<file path="config.mk">
export PLATFORM = sky130hd
export DESIGN_NAME = cross_layer_hit_pair_matcher
export DESIGN_NICKNAME = d
export VERILOG_FILES = /design/src/clhpm_pkg.sv /design/src/clhpm_ctrl.sv /design/src/clhpm_dp.sv /design/src/cross_layer_hit_pair_matcher.sv
export SDC_FILE = /design/constraint.sdc
export NUM_CORES = 2
export LEC_CHECK = 0
export BUFFER_PORTS_ARGS = -buffer_cell sky130_fd_sc_hd__buf_2
export CAP_MARGIN = 15
export CORE_ASPECT_RATIO = 1.5
export CORE_MARGIN = 2
export CORE_UTILIZATION = 56
export CTS_CLUSTER_DIAMETER = 40
export CTS_CLUSTER_SIZE = 30
export DETAILED_ROUTE_END_ITERATION = 12
export PLACE_DENSITY = 0.72
export SETUP_SLACK_MARGIN = 0.1
export SKIP_CTS_REPAIR_TIMING = 1
export SLEW_MARGIN = 20
export SYNTH_ARGS = -nofsm -noshare
export SYNTH_HDL_FRONTEND = slang
export SYNTH_HIERARCHICAL = 1
export SYNTH_SLANG_ARGS = --single-unit
</file>
<file path="constraint.sdc">
create_clock -name clock -period 17.2 [get_ports clock]
set_input_delay 3.44 -clock clock [delete_from_list [all_inputs] [get_ports clock]]
set_output_delay 3.44 -clock clock [all_outputs]
set_load 0.005 [all_outputs]
</file>
<file path="src/clhpm_pkg.sv">
// Shared types and constants for the cross-layer hit pair matcher.
// No dependencies; imported by every module of the block.
package clhpm_pkg;

   localparam int CHARGE_BITS  = 16;
   localparam int ASYM_W       = 16;
   localparam int MAX_HITS_W   = 7;
   localparam int HIT_COUNT_W  = 10;
   localparam int POINT_IDX_W  = 11;
   localparam int HIT_IDX_W    = 6;
   localparam int CSR_DATA_W   = 16;
   localparam int CSR_INDEX_W  = 1;

   localparam int MIN_HITS = 2;

   localparam logic [ASYM_W-1:0]     MAX_ASYM_RESET = 16'd6554;
   localparam logic [MAX_HITS_W-1:0] MAX_HITS_RESET = 7'd40;

   // configuration register indexes
   localparam logic [CSR_INDEX_W-1:0] CSR_MAX_ASYM = 1'b0;
   localparam logic [CSR_INDEX_W-1:0] CSR_MAX_HITS = 1'b1;

   typedef struct packed {
      logic [2:0]             disc;
      logic                   first_in_disc;
      logic [HIT_COUNT_W-1:0] disc_hit_count;
      logic                   layer;
      logic [1:0]             quadrant;
      logic [CHARGE_BITS-1:0] charge;
   } req_type;

   typedef struct packed {
      logic [2:0]             point_disc;
      logic [POINT_IDX_W-1:0] point_index;
      logic [HIT_IDX_W-1:0]   new_hit_index;
      logic [HIT_IDX_W-1:0]   old_hit_index;
      logic                   last_of_run;
   } rsp_type;

   typedef struct packed {
      logic                   layer;
      logic [1:0]             quadrant;
      logic [CHARGE_BITS-1:0] charge;
   } hit_entry_type;

   // controller -> datapath
   typedef struct packed {
      logic load;    // take the request, clear on first-in-disc
      logic issue;   // read next stored hit
      logic finish;  // flush held point, store the hit
   } cmd_type;

   // datapath -> controller
   typedef struct packed {
      logic hit_ok;
      logic scan_done;
      logic pipe_idle;
   } status_type;

endpackage

</file>
<file path="src/clhpm_ctrl.sv">
// Sequencer for the hit pair matcher: load, scan of the store, drain, finish.
// Depends on clhpm_pkg (command and status structs).
module clhpm_ctrl (
   input  logic                   clock,
   input  logic                   reset,
   input  logic                   start,
   output logic                   busy,
   input  clhpm_pkg::status_type  status,
   output clhpm_pkg::cmd_type     cmd
);
   import clhpm_pkg::*;

   typedef enum logic [2:0] {
      ST_IDLE  = 3'b001,
      ST_SCAN  = 3'b010,
      ST_DRAIN = 3'b100
   } state_type;

   state_type state_ff, state_in;

   always_comb begin
      state_in = state_ff;
      cmd      = '0;
      unique case (state_ff)
         ST_IDLE: begin
            if (start) begin
               cmd.load = 1'b1;
               if (status.hit_ok) state_in = ST_SCAN;
            end
         end
         ST_SCAN: begin
            if (status.scan_done) state_in = ST_DRAIN;
            else cmd.issue = 1'b1;
         end
         ST_DRAIN: begin
            if (status.pipe_idle) begin
               cmd.finish = 1'b1;
               state_in   = ST_IDLE;
            end
         end
         default: state_in = ST_IDLE;
      endcase
   end

   always_ff @(posedge clock) begin
      if (reset) state_ff <= ST_IDLE;
      else state_ff <= state_in;
   end

   assign busy = (state_ff != ST_IDLE);

   a_no_issue_after_done: assert property (@(posedge clock) disable iff (reset)
      (state_ff == ST_SCAN && status.scan_done) |-> !cmd.issue)
      else $error("issue after scan end");
   a_finish_ends_busy: assert property (@(posedge clock) disable iff (reset)
      cmd.finish |=> !busy)
      else $error("still busy after finish");
   a_load_only_idle: assert property (@(posedge clock) disable iff (reset)
      cmd.load |-> !busy)
      else $error("load while busy");

endmodule

</file>
<file path="src/clhpm_dp.sv">
// Datapath of the hit pair matcher: hit store, scan pipeline, asymmetry test,
// held point for end-of-run marking, counters and config registers. Uses clhpm_pkg.
module clhpm_dp #(
   parameter int HIT_STORE_DEPTH = 64
) (
   input  logic                                 clock,
   input  logic                                 reset,
   input  clhpm_pkg::req_type                   req_data,
   input  logic                                 csr_we,
   input  logic [clhpm_pkg::CSR_INDEX_W-1:0]    csr_index,
   input  logic [clhpm_pkg::CSR_DATA_W-1:0]     csr_wdata,
   input  clhpm_pkg::cmd_type                   cmd,
   output clhpm_pkg::status_type                status,
   output logic                                 rsp_valid,
   output clhpm_pkg::rsp_type                   rsp_data
);
   import clhpm_pkg::*;

   localparam int ADDR_W = $clog2(HIT_STORE_DEPTH);
   localparam int CNT_W  = $clog2(HIT_STORE_DEPTH + 1);
   localparam int SUM_W  = CHARGE_BITS + 1;
   localparam int PROD_W = ASYM_W + SUM_W;

   hit_entry_type mem [HIT_STORE_DEPTH];

   logic [ASYM_W-1:0]      max_asym_ff, max_asym_in;
   logic [MAX_HITS_W-1:0]  max_hits_ff, max_hits_in;
   logic [CNT_W-1:0]       stored_count_ff, stored_count_in;
   logic [CNT_W-1:0]       scan_idx_ff, scan_idx_in;
   logic [POINT_IDX_W-1:0] point_counter_ff, point_counter_in;

   logic [2:0]             cur_disc_ff, cur_disc_in;
   logic [HIT_IDX_W-1:0]   cur_idx_ff, cur_idx_in;
   hit_entry_type          cur_hit_ff, cur_hit_in;

   hit_entry_type          rd_data_ff;
   logic                   s1_valid_ff, s1_valid_in;
   logic [ADDR_W-1:0]      s1_idx_ff, s1_idx_in;

   logic                   s2_valid_ff, s2_valid_in;
   logic [CHARGE_BITS-1:0] s2_diff_ff, s2_diff_in;
   logic [SUM_W-1:0]       s2_sum_ff, s2_sum_in;
   logic [ADDR_W-1:0]      s2_idx_ff, s2_idx_in;

   logic                   pend_valid_ff, pend_valid_in;
   rsp_type                pend_ff, pend_in;
   logic                   rsp_valid_ff, rsp_valid_in;
   rsp_type                rsp_ff, rsp_in;

   logic [CNT_W-1:0]       eff_count;
   logic [PROD_W-1:0]      prod;
   logic [PROD_W-1:0]      lhs;
   logic                   match;

   // store occupancy as seen by this request (first-in-disc empties it)
   assign eff_count = req_data.first_in_disc ? '0 : stored_count_ff;

   assign status.hit_ok =
      (req_data.disc_hit_count >= HIT_COUNT_W'(MIN_HITS)) &&
      (req_data.disc_hit_count <= HIT_COUNT_W'(max_hits_ff)) &&
      (eff_count < CNT_W'(HIT_STORE_DEPTH));
   assign status.scan_done = (scan_idx_ff == stored_count_ff);
   assign status.pipe_idle = !s1_valid_ff && !s2_valid_ff;

   // |q1-q2| << 16 <= max_asym * (q1+q2)
   assign prod  = PROD_W'(max_asym_ff) * PROD_W'(s2_sum_ff);
   assign lhs   = PROD_W'({s2_diff_ff, {ASYM_W{1'b0}}});
   assign match = s2_valid_ff && (lhs <= prod);

   always_comb begin
      max_asym_in      = max_asym_ff;
      max_hits_in      = max_hits_ff;
      stored_count_in  = stored_count_ff;
      scan_idx_in      = scan_idx_ff;
      point_counter_in = point_counter_ff;
      cur_disc_in      = cur_disc_ff;
      cur_idx_in       = cur_idx_ff;
      cur_hit_in       = cur_hit_ff;
      pend_valid_in    = pend_valid_ff;
      pend_in          = pend_ff;
      rsp_valid_in     = 1'b0;
      rsp_in           = rsp_ff;

      if (csr_we) begin
         unique case (csr_index)
            CSR_MAX_ASYM: max_asym_in = csr_wdata[ASYM_W-1:0];
            CSR_MAX_HITS: max_hits_in = csr_wdata[MAX_HITS_W-1:0];
            default: ;
         endcase
      end

      if (cmd.load) begin
         if (req_data.first_in_disc) begin
            stored_count_in  = '0;
            point_counter_in = '0;
         end
         scan_idx_in         = '0;
         pend_valid_in       = 1'b0;
         cur_disc_in         = req_data.disc;
         cur_idx_in          = HIT_IDX_W'(eff_count);
         cur_hit_in.layer    = req_data.layer;
         cur_hit_in.quadrant = req_data.quadrant;
         cur_hit_in.charge   = req_data.charge;
      end

      if (cmd.issue) scan_idx_in = scan_idx_ff + CNT_W'(1);

      // a point is held one match back so the final one can be marked
      if (match) begin
         if (pend_valid_ff) begin
            rsp_valid_in = 1'b1;
            rsp_in       = pend_ff;
         end
         pend_valid_in         = 1'b1;
         pend_in.point_disc    = cur_disc_ff;
         pend_in.point_index   = point_counter_ff;
         pend_in.new_hit_index = cur_idx_ff;
         pend_in.old_hit_index = HIT_IDX_W'(s2_idx_ff);
         pend_in.last_of_run   = 1'b0;
         point_counter_in      = point_counter_ff + POINT_IDX_W'(1);
      end

      if (cmd.finish) begin
         if (pend_valid_ff) begin
            rsp_valid_in       = 1'b1;
            rsp_in             = pend_ff;
            rsp_in.last_of_run = 1'b1;
         end
         pend_valid_in   = 1'b0;
         stored_count_in = stored_count_ff + CNT_W'(1);
      end
   end

   always_comb begin
      s1_valid_in = cmd.issue;
      s1_idx_in   = scan_idx_ff[ADDR_W-1:0];
      s2_valid_in = s1_valid_ff && (rd_data_ff.layer != cur_hit_ff.layer) &&
                    (rd_data_ff.quadrant == cur_hit_ff.quadrant);
      s2_diff_in  = (cur_hit_ff.charge >= rd_data_ff.charge) ?
                    (cur_hit_ff.charge - rd_data_ff.charge) :
                    (rd_data_ff.charge - cur_hit_ff.charge);
      s2_sum_in   = SUM_W'(cur_hit_ff.charge) + SUM_W'(rd_data_ff.charge);
      s2_idx_in   = s1_idx_ff;
   end

   // hit store: one read port for the scan, one write at finish
   always_ff @(posedge clock) begin
      if (cmd.finish) mem[stored_count_ff[ADDR_W-1:0]] <= cur_hit_ff;
      rd_data_ff <= mem[scan_idx_ff[ADDR_W-1:0]];
   end

   always_ff @(posedge clock) begin
      if (reset) begin
         max_asym_ff      <= MAX_ASYM_RESET;
         max_hits_ff      <= MAX_HITS_RESET;
         stored_count_ff  <= '0;
         scan_idx_ff      <= '0;
         point_counter_ff <= '0;
         s1_valid_ff      <= 1'b0;
         s2_valid_ff      <= 1'b0;
         pend_valid_ff    <= 1'b0;
         rsp_valid_ff     <= 1'b0;
      end else begin
         max_asym_ff      <= max_asym_in;
         max_hits_ff      <= max_hits_in;
         stored_count_ff  <= stored_count_in;
         scan_idx_ff      <= scan_idx_in;
         point_counter_ff <= point_counter_in;
         s1_valid_ff      <= s1_valid_in;
         s2_valid_ff      <= s2_valid_in;
         pend_valid_ff    <= pend_valid_in;
         rsp_valid_ff     <= rsp_valid_in;
      end
   end

   always_ff @(posedge clock) begin
      cur_disc_ff <= cur_disc_in;
      cur_idx_ff  <= cur_idx_in;
      cur_hit_ff  <= cur_hit_in;
      s1_idx_ff   <= s1_idx_in;
      s2_diff_ff  <= s2_diff_in;
      s2_sum_ff   <= s2_sum_in;
      s2_idx_ff   <= s2_idx_in;
      pend_ff     <= pend_in;
      rsp_ff      <= rsp_in;
   end

   assign rsp_valid = rsp_valid_ff;
   assign rsp_data  = rsp_ff;

   a_finish_pipe_idle: assert property (@(posedge clock) disable iff (reset)
      cmd.finish |-> (!s1_valid_ff && !s2_valid_ff && !match))
      else $error("finish with compares in flight");
   a_store_bound: assert property (@(posedge clock) disable iff (reset)
      stored_count_ff <= CNT_W'(HIT_STORE_DEPTH))
      else $error("hit store overfilled");
   a_scan_bound: assert property (@(posedge clock) disable iff (reset)
      scan_idx_ff <= stored_count_ff || $past(cmd.load))
      else $error("scan ran past stored hits");
   a_last_gap: assert property (@(posedge clock) disable iff (reset)
      (rsp_valid_ff && rsp_ff.last_of_run) |=> !rsp_valid_ff)
      else $error("point right after end of run");

endmodule

</file>
<file path="src/cross_layer_hit_pair_matcher.sv">
// Cross-layer hit pair matcher, top level.
// Instantiates clhpm_ctrl and clhpm_dp; types from clhpm_pkg.
//
// Usage:
//   A hit request is taken at a clock edge with start high and busy low.
//   Hits come grouped by disc; first_in_disc empties the hit store and
//   restarts the point numbering. A hit whose disc hit count is below 2 or
//   above max_hits, or that finds the store full, is dropped and busy never
//   rises.
//   An accepted hit is compared with the N hits already stored for its disc,
//   one per cycle, then appended. busy stays high through the scan and the
//   drain of the compare pipeline; the drain is longer when the newest stored
//   hit is in the other layer and the same quadrant. N is at most 63 with a
//   64-entry store; the hit store has a single read port for the scan.
//   Each matching pair gives one point on rsp_data with rsp_valid high for
//   one cycle; the last point of a hit carries last_of_run. The receiver
//   cannot stall the points.
//   Config writes (csr_we/csr_index/csr_wdata) are registered; they are to be
//   made while busy is low, which the block does not enforce. Reset clears
//   the store, the counters and sets max_asymmetry to 6554 and max_hits to 40.
module cross_layer_hit_pair_matcher #(
   parameter int HIT_STORE_DEPTH = 64
) (
   input  logic                                 clock,
   input  logic                                 reset,
   input  logic                                 start,
   output logic                                 busy,
   input  clhpm_pkg::req_type                   req_data,
   output logic                                 rsp_valid,
   output clhpm_pkg::rsp_type                   rsp_data,
   input  logic                                 csr_we,
   input  logic [clhpm_pkg::CSR_INDEX_W-1:0]    csr_index,
   input  logic [clhpm_pkg::CSR_DATA_W-1:0]     csr_wdata
);
   import clhpm_pkg::*;

   cmd_type    cmd;
   status_type status;

   clhpm_ctrl u_ctrl (
      .clock  (clock),
      .reset  (reset),
      .start  (start),
      .busy   (busy),
      .status (status),
      .cmd    (cmd)
   );

   clhpm_dp #(
      .HIT_STORE_DEPTH (HIT_STORE_DEPTH)
   ) u_dp (
      .clock     (clock),
      .reset     (reset),
      .req_data  (req_data),
      .csr_we    (csr_we),
      .csr_index (csr_index),
      .csr_wdata (csr_wdata),
      .cmd       (cmd),
      .status    (status),
      .rsp_valid (rsp_valid),
      .rsp_data  (rsp_data)
   );

endmodule
</file>
# [Word-level counts from Yosys, hierarchy flattened]
# Memories as Yosys holds them, arrays and structs flattened. A register that Yosys moved wholly into a read port is not among the register bits.
# Cells that the tools add are included.
[word_totals] regBits=181 mem_bits_rw=1216 memories=1
[memory_table] memory="u_dp.mem" depth=64 word_bits=19 rd=1 rd_ports_with_merged_regs=1 write_ports=1 line_no="clhpm_dp.sv:24" text="hit_entry_type mem [HIT_STORE_DEPTH];"
[classes] addsub=6 eq_ne=11 n_reduce_logical=17 mux=32 multipliers=1 n_bitwise=1 order_cmp=5
[op_table] operator="$mux 27" n=4
[op_table] operator="$mux 7" n=5
[op_table] operator="$le 32x33->1" n=1
[op_table] operator="$mul 16x17->33" n=1
[op_table] operator="$mux 11" n=3
[op_table] operator="$sub 16x16->16" n=2
[op_table] operator="$add 16x16->17" n=1
[op_table] operator="$ge 16x16->1" n=1
[op_table] operator="$mux 16" n=1
[op_table] operator="$add 7x1->7 const B" n=2
[op_table] operator="$mux 1" n=14
[op_table] operator="$mux 3" n=4
[op_table] operator="$add 11x1->11 const B" n=1
[op_table] operator="$ge 10x2->1 const B" n=1
[op_table] operator="$le 10x7->1" n=1
[op_table] operator="$pmux 3 s3" n=1
[op_table] operator="$ne 2x2->1 const B" n=4
[op_table] operator="$reduce_bool 2->1" n=4
[op_table] operator="$eq 7x7->1" n=1
[op_table] operator="$lt 7x7->1 const B" n=1
[op_table] operator="$logic_and 1x1->1" n=6
[op_table] operator="$reduce_and 2->1" n=3
[op_table] operator="$reduce_and 4->1" n=1
[op_table] operator="$eq 3x1->1 const B" n=1
[op_table] operator="8 further kinds" n=9

# [Longest topological paths before layout]
[logic_depth] ltp_word=6 ltp_mapped=35 ltp_nobuf=34

# [Cells and area by module]
# The synthesis kept the hierarchy.
[modules_own_cells] mod="clhpm_dp" area_each_um2=64365.5 instances=1 cells_per_inst=3701
[modules_own_cells] mod="clhpm_ctrl" area_each_um2=156.4 instances=1 cells_per_inst=16

# [Worst setup path after synthesis]
# Ideal clock, no wire load.
[synth_timing] path_kind="register to register" startpoint="reg u_dp.max_asym_ff[1]" endpoint="reg u_dp/pend_ff[10] (netlist bit) (enable)" path_slack_ps=8712 period_less_slack_ps=8488 t_arrival_ps=8105 required_ps=16817 stages_incl_launch_ff=33 setup_ps=383 n_path_buf=4 path_cell_list="dfxtp_1 > clkbuf_1 > clkbuf_1 > nand2_1 > fa_1 > fa_1 > fa_1 > inv_1 > fa_1 > fa_1 > inv_1 > fa_1 > inv_1 > ha_1 > buf_2 > and3_1 > nand3_1 > o21ai_0 > a41oi_1 > o21ai_0 > a211oi_1 > o41ai_1 > a21oi_1 > xor2_1 > ha_1 > nand2_1 > or3_1 > nor2_1 > nand4_1 > nor4_1 > a31oi_1 > buf_2 > nand2_1"
[synth_between] elab_chain_len=3
[synth_rtl] element="from (decl)" line_no="clhpm_dp.sv:26" text="logic [ASYM_W-1:0] max_asym_ff, max_asym_in;"
[synth_rtl] element="from (signal assigned)" line_no="clhpm_dp.sv:164" text="max_asym_ff <= max_asym_in;"
[synth_rtl] element="$mul 16x17->33" line_no="clhpm_dp.sv:66" text="assign prod = PROD_W'(max_asym_ff) * PROD_W'(s2_sum_ff);"
[synth_rtl] element="$le 32x33->1" line_no="clhpm_dp.sv:68" text="assign match = s2_valid_ff && (lhs <= prod);"
[synth_rtl] element="$logic_and 1x1->1" line_no="clhpm_dp.sv:68"
[synth_rtl] element="net u_dp.match" line_no="clhpm_dp.sv:53" text="logic match;"
[synth_rtl] element="to (signal assigned)" line_no="clhpm_dp.sv:184" text="pend_ff <= pend_in;"
[synth_rtl] element="to (decl)" line_no="clhpm_dp.sv:46" text="rsp_type pend_ff, pend_in;"
# The timed path passes the listed nets, and every way through them passes these cells.
# A chain may end at the register's enable or synchronous reset.

==> results.md <==
* Routability cong. at 0.899
* Status: complete, no violations
* Netlist Area Pre-Place at 64500 um2
* CP arrival at 10030 ps
* Final Skew at 31.4 ps
* Synthesized-area fraction occupied by xor and xnor cells at less than 1%
* Int Pwr at 6900 uW
* Final instance area at 71400 um2
* Root Buffer: clkbuf_16
* # rows at 152
* Final ANT Viol Nets at 0
* Area after DPL at 67100 um2
* Largest net degree at the start of global routing at 69
* Min-delay src: u_dp/s1_idx_ff[3]$_DFF_P_
* Critical Setup Path Class: flop to flop
* Worst setup EP type: flop
* Routed length per instance at ~29 um
* Adder-cell area share of the yosys netlist at roughly a tenth
* PwrDens at 149 nW/um2
* Syn Area/Cell at 17.4 um2
* Fin. Hold Viols at 0
* Final nets at roughly 4300
* Combinational fraction of design power at 37.2%
* Synth async-reset ratio at 0%
* Number of flops mapped to enable cells by yosys at between 1000 and 1500
* Worst slew pin tran at ~1000 ps
* Detailed router's first-iteration violation count at 3008
* CP Max Fanout at 28
* Flip-flop and latch count after synthesis at roughly 1400
* Fmax at 0.104 GHz
* Synthesized Nets at 4160
* Fin crit share at 55.9%
* Critical Path Start Type: flop
* CP dominant cell by count: fa_1
* Number of unique standard cell types used by synthesis at 80
* First-pass DRT Iterations at 5
* Die height at 420 um
* Cells after Synth at between 3000 and 4000
* Synth Flop Type: edfxtp_1
* Core Util, Final at 62.4%
* Worst Hold Depth at 0
* CTS tree: done
* Final TNS setup at 0 ps
* CP max stage delay at 790 ps
* Final min period at 9620 ps
* Core ar. at between 100000 and 150000 um2
* Final Max Slew Viols at 0
* Mux contribution to synthesized area at 14.6%
* Tot GR Track Use at 27.2%
* Seq pwr share at 35.8%
* DRC at 0
* Initial Utilization at 56.4%
* Initial antenna violation count at 6
* Area of the multi-input gates at 21600 um2
* Largest family of logic cells by synthesized area: multiplexers
* Clock Power Share at between 20% and 30%
* DRT Wirelength at ~160 mm
* Reg area at 41300 um2
* Synth Area in Compound Gates at 2.63%
* Max Root-Sink Buffers at 3
* Psw at 3740 uW
* First-pass GRT wire length at 229 mm
* Rel. slew slack at 31.4%
* Layout area overhead at 10.6%
* CTS Buf Count at 117
* Die Footprint at 118000 um2
* Top cell type's share of synthesized area at 60.4%
* Post-synth top area cell: edfxtp_1
* Placed wire-length estimate at 98.1 mm
* R2R Setup Slk at 7580 ps
* Fillers at 8010
* Synthesis Warnings at 6
* Slowest-stage cell, CP: dfxtp_1
* RR Startpoint: u_dp/max_asym_ff[1]$_SDFFE_PP1P_
* GRT overflow at 0
* RSZ-0062 raised after global routing: false
* Sequential share of the synthesized area at 64.0%
* Htree depth at 3
* Reg clk slew, reported paths at around 90 ps
* Critical Path RT at 17600 ps
* Pleak at about 0.024 uW
* Maximum VDD drop at around 260 uV
* Clock sink count at 1415
* Setup Viol. Count Final at 0
* Sw frac at 35.2%
* HP Class: flop to flop
* Clock Latency Late Sink at 760 ps
* Vias in the first global route at 34600
* Num ports at 83
* Share of layout cells above drive strength 1 at roughly 22%
* Ranking of synthesized cells by area: edfxtp_1 60%, mux4_2 14%, fa_1 6.5%
* Worst reg2reg path depth at 30
* Simple-gate portion of the synthesized area at under 10%
* Total number of vias at around 33000
* IO buf count at 82
* Max-Cap Viols at 0
* Hold endpoint: u_dp/s2_idx_ff[3]$_DFF_P_
* Number of vias per cell at 6.11
* Die width at approximately 280 um
==> sequential cells by signal, summed over array words and instances (netlist names), 11 cells and up, named ones only <==
register,count
u_dp/point_counter_ff,11
u_dp/s2_diff_ff,15
u_dp/cur_hit_ff,19
u_dp/mem,1216
u_dp/rd_data_ff,19
u_dp/s2_sum_ff,17
u_dp/max_asym_ff,16
u_dp/pend_ff,26
==> cell usage after synthesis (3+ instances only) <==
library cell and instances:
edfxtp_1 1297, o221ai_1 6, o21a_1 4, nor4_1 5
nor3b_1 3, xor2_1 23, or2_2 9, and2_1 122
inv_1 322, a31oi_1 6, clkbuf_1 144, o31ai_1 3
and3_1 11, nor3_1 15, a221oi_1 7, o21bai_1 15
fa_1 211, a41oi_1 3, ha_1 178, or3_1 12
a221o_1 3, buf_1 28, nand2b_1 21, nand2_1 232
dfxtp_1 118, nor2_1 119, o211ai_1 10, mux4_2 399
nor2b_1 23, and4_1 6, nand4_1 14, buf_2 5
xnor2_1 40, a21o_1 30, a2111oi_0 3, mux2i_1 38
a21oi_1 95, nand3_1 37, mux2_2 3, a211oi_1 10
o21ai_0 40
==> cells in the final DEF (no fill, tap or decap), drive strengths merged, types with 7 or more instances in the layout <==
cell type / Yosys / layout
edfxtp: 1297 / 1297
mux4: 400 / 400
inv: 323 / 359
nand2: 233 / 233
fa: 211 / 211
ha: 178 / 178
buf: 35 / 169
clkbuf: 145 / 126
and2: 123 / 123
nor2: 119 / 119
dfxtp: 118 / 118
a21oi: 95 / 95
o21ai: 41 / 41
clkinv: 0 / 41
xnor2: 40 / 40
mux2i: 38 / 38
nand3: 37 / 37
a21o: 30 / 30
nor2b: 23 / 23
xor2: 23 / 23
nand2b: 21 / 21
nor3: 16 / 16
o21bai: 15 / 15
nand4: 14 / 14
and3: 13 / 13
or3: 12 / 12
a211oi: 11 / 11
bufinv: 0 / 10
o211ai: 10 / 10
or2: 9 / 9
clkinvlp: 0 / 8
a221oi: 7 / 7
==> worst max-delay path: cells and delay by family (launching register included) <==
| family | cells | cell delay [ps] |
|---|---|---|
| flops | 1 | 790 |
| compound gates | 7 | 2200 |
| fa+ha+maj | 8 | 3790 |
| buf+inv | 5 | 840 |
| simple gates | 9 | 1480 |
| xor+xnor | 1 | 160 |
==> through the flow <==
stage               total power [uW]  hold slack [ps]  setup WS (ps)  std cells
global route                   11300              332           6870       5469
CTS                            10700              328           7510       5467
finish                         10600              326           7580       5470
floorplan                       6640              310           8710       3717
detailed placement              7840              312           7550       5246
global placement                7840              310           7650       5246
==> cell families after synthesis <==
kind of cell,after synthesis
adder cells (fa/ha/maj),389
AND/OR/NAND/NOR,647
XOR/XNOR,63
buffers and inverters,503
AO/OA/AOI/OAI,259
flip-flops,1415
multiplexers,441
==> cell type report <==
class,count,area share [%]
tap,1540,2.70
multi-input combinational,1799,30.3
sequential,1415,57.9
clock inverter,95,1.71
timing repair buffer,169,1.49
inverter,323,1.70
clock buffer,126,4.22
antenna,3,0.0105
==> metal layers <==
| layer | part of all wire [%] | vias up | routed length, um | track usage [%] |
|---|---|---|---|---|
| li1 | - | 14300 | - | - |
| met1 | 35 | 17500 | 54400 | 32.2 |
| met2 | 54 | 1281 | 83900 | 48.6 |
| met3 | 6.2 | 331 | 9670 | 3.74 |
| met4 | 5.4 | 6 | 8500 | 13.9 |
| met5 | 0.029 | - | 46 | 0 |
==> power groups by stage <==
stage               Combinational (uW)  Clock (uW)  Sequential, uW
floorplan                         2760           0            3880
global placement                  3960           0            3880
detailed placement                3960           0            3880
CTS                               4010        2920            3810
global route                      4470        3030            3810
finish                            3960        2870            3810
==> how the worst max path moves through the flow <==
stage | from | endpoint | cells after the start
global placement | u_dp/max_asym_ff[1]$_SDFFE_PP1P_ | u_dp/pend_ff[25]$_DFFE_PP_ | 29
floorplan | u_dp/max_asym_ff[1]$_SDFFE_PP1P_ | u_dp/pend_ff[10]$_DFFE_PP_ | 32
global route | u_dp/max_asym_ff[1]$_SDFFE_PP1P_ | flop | 30
CTS | u_dp/max_asym_ff[1]$_SDFFE_PP1P_ | u_dp/pend_ff[7]$_DFFE_PP_ | 29
finish | u_dp/max_asym_ff[1]$_SDFFE_PP1P_ | flop | 30
detailed placement | u_dp/max_asym_ff[1]$_SDFFE_PP1P_ | u_dp/pend_ff[25]$_DFFE_PP_ | 29
Note: power is estimated with default switching activity, not from simulation.
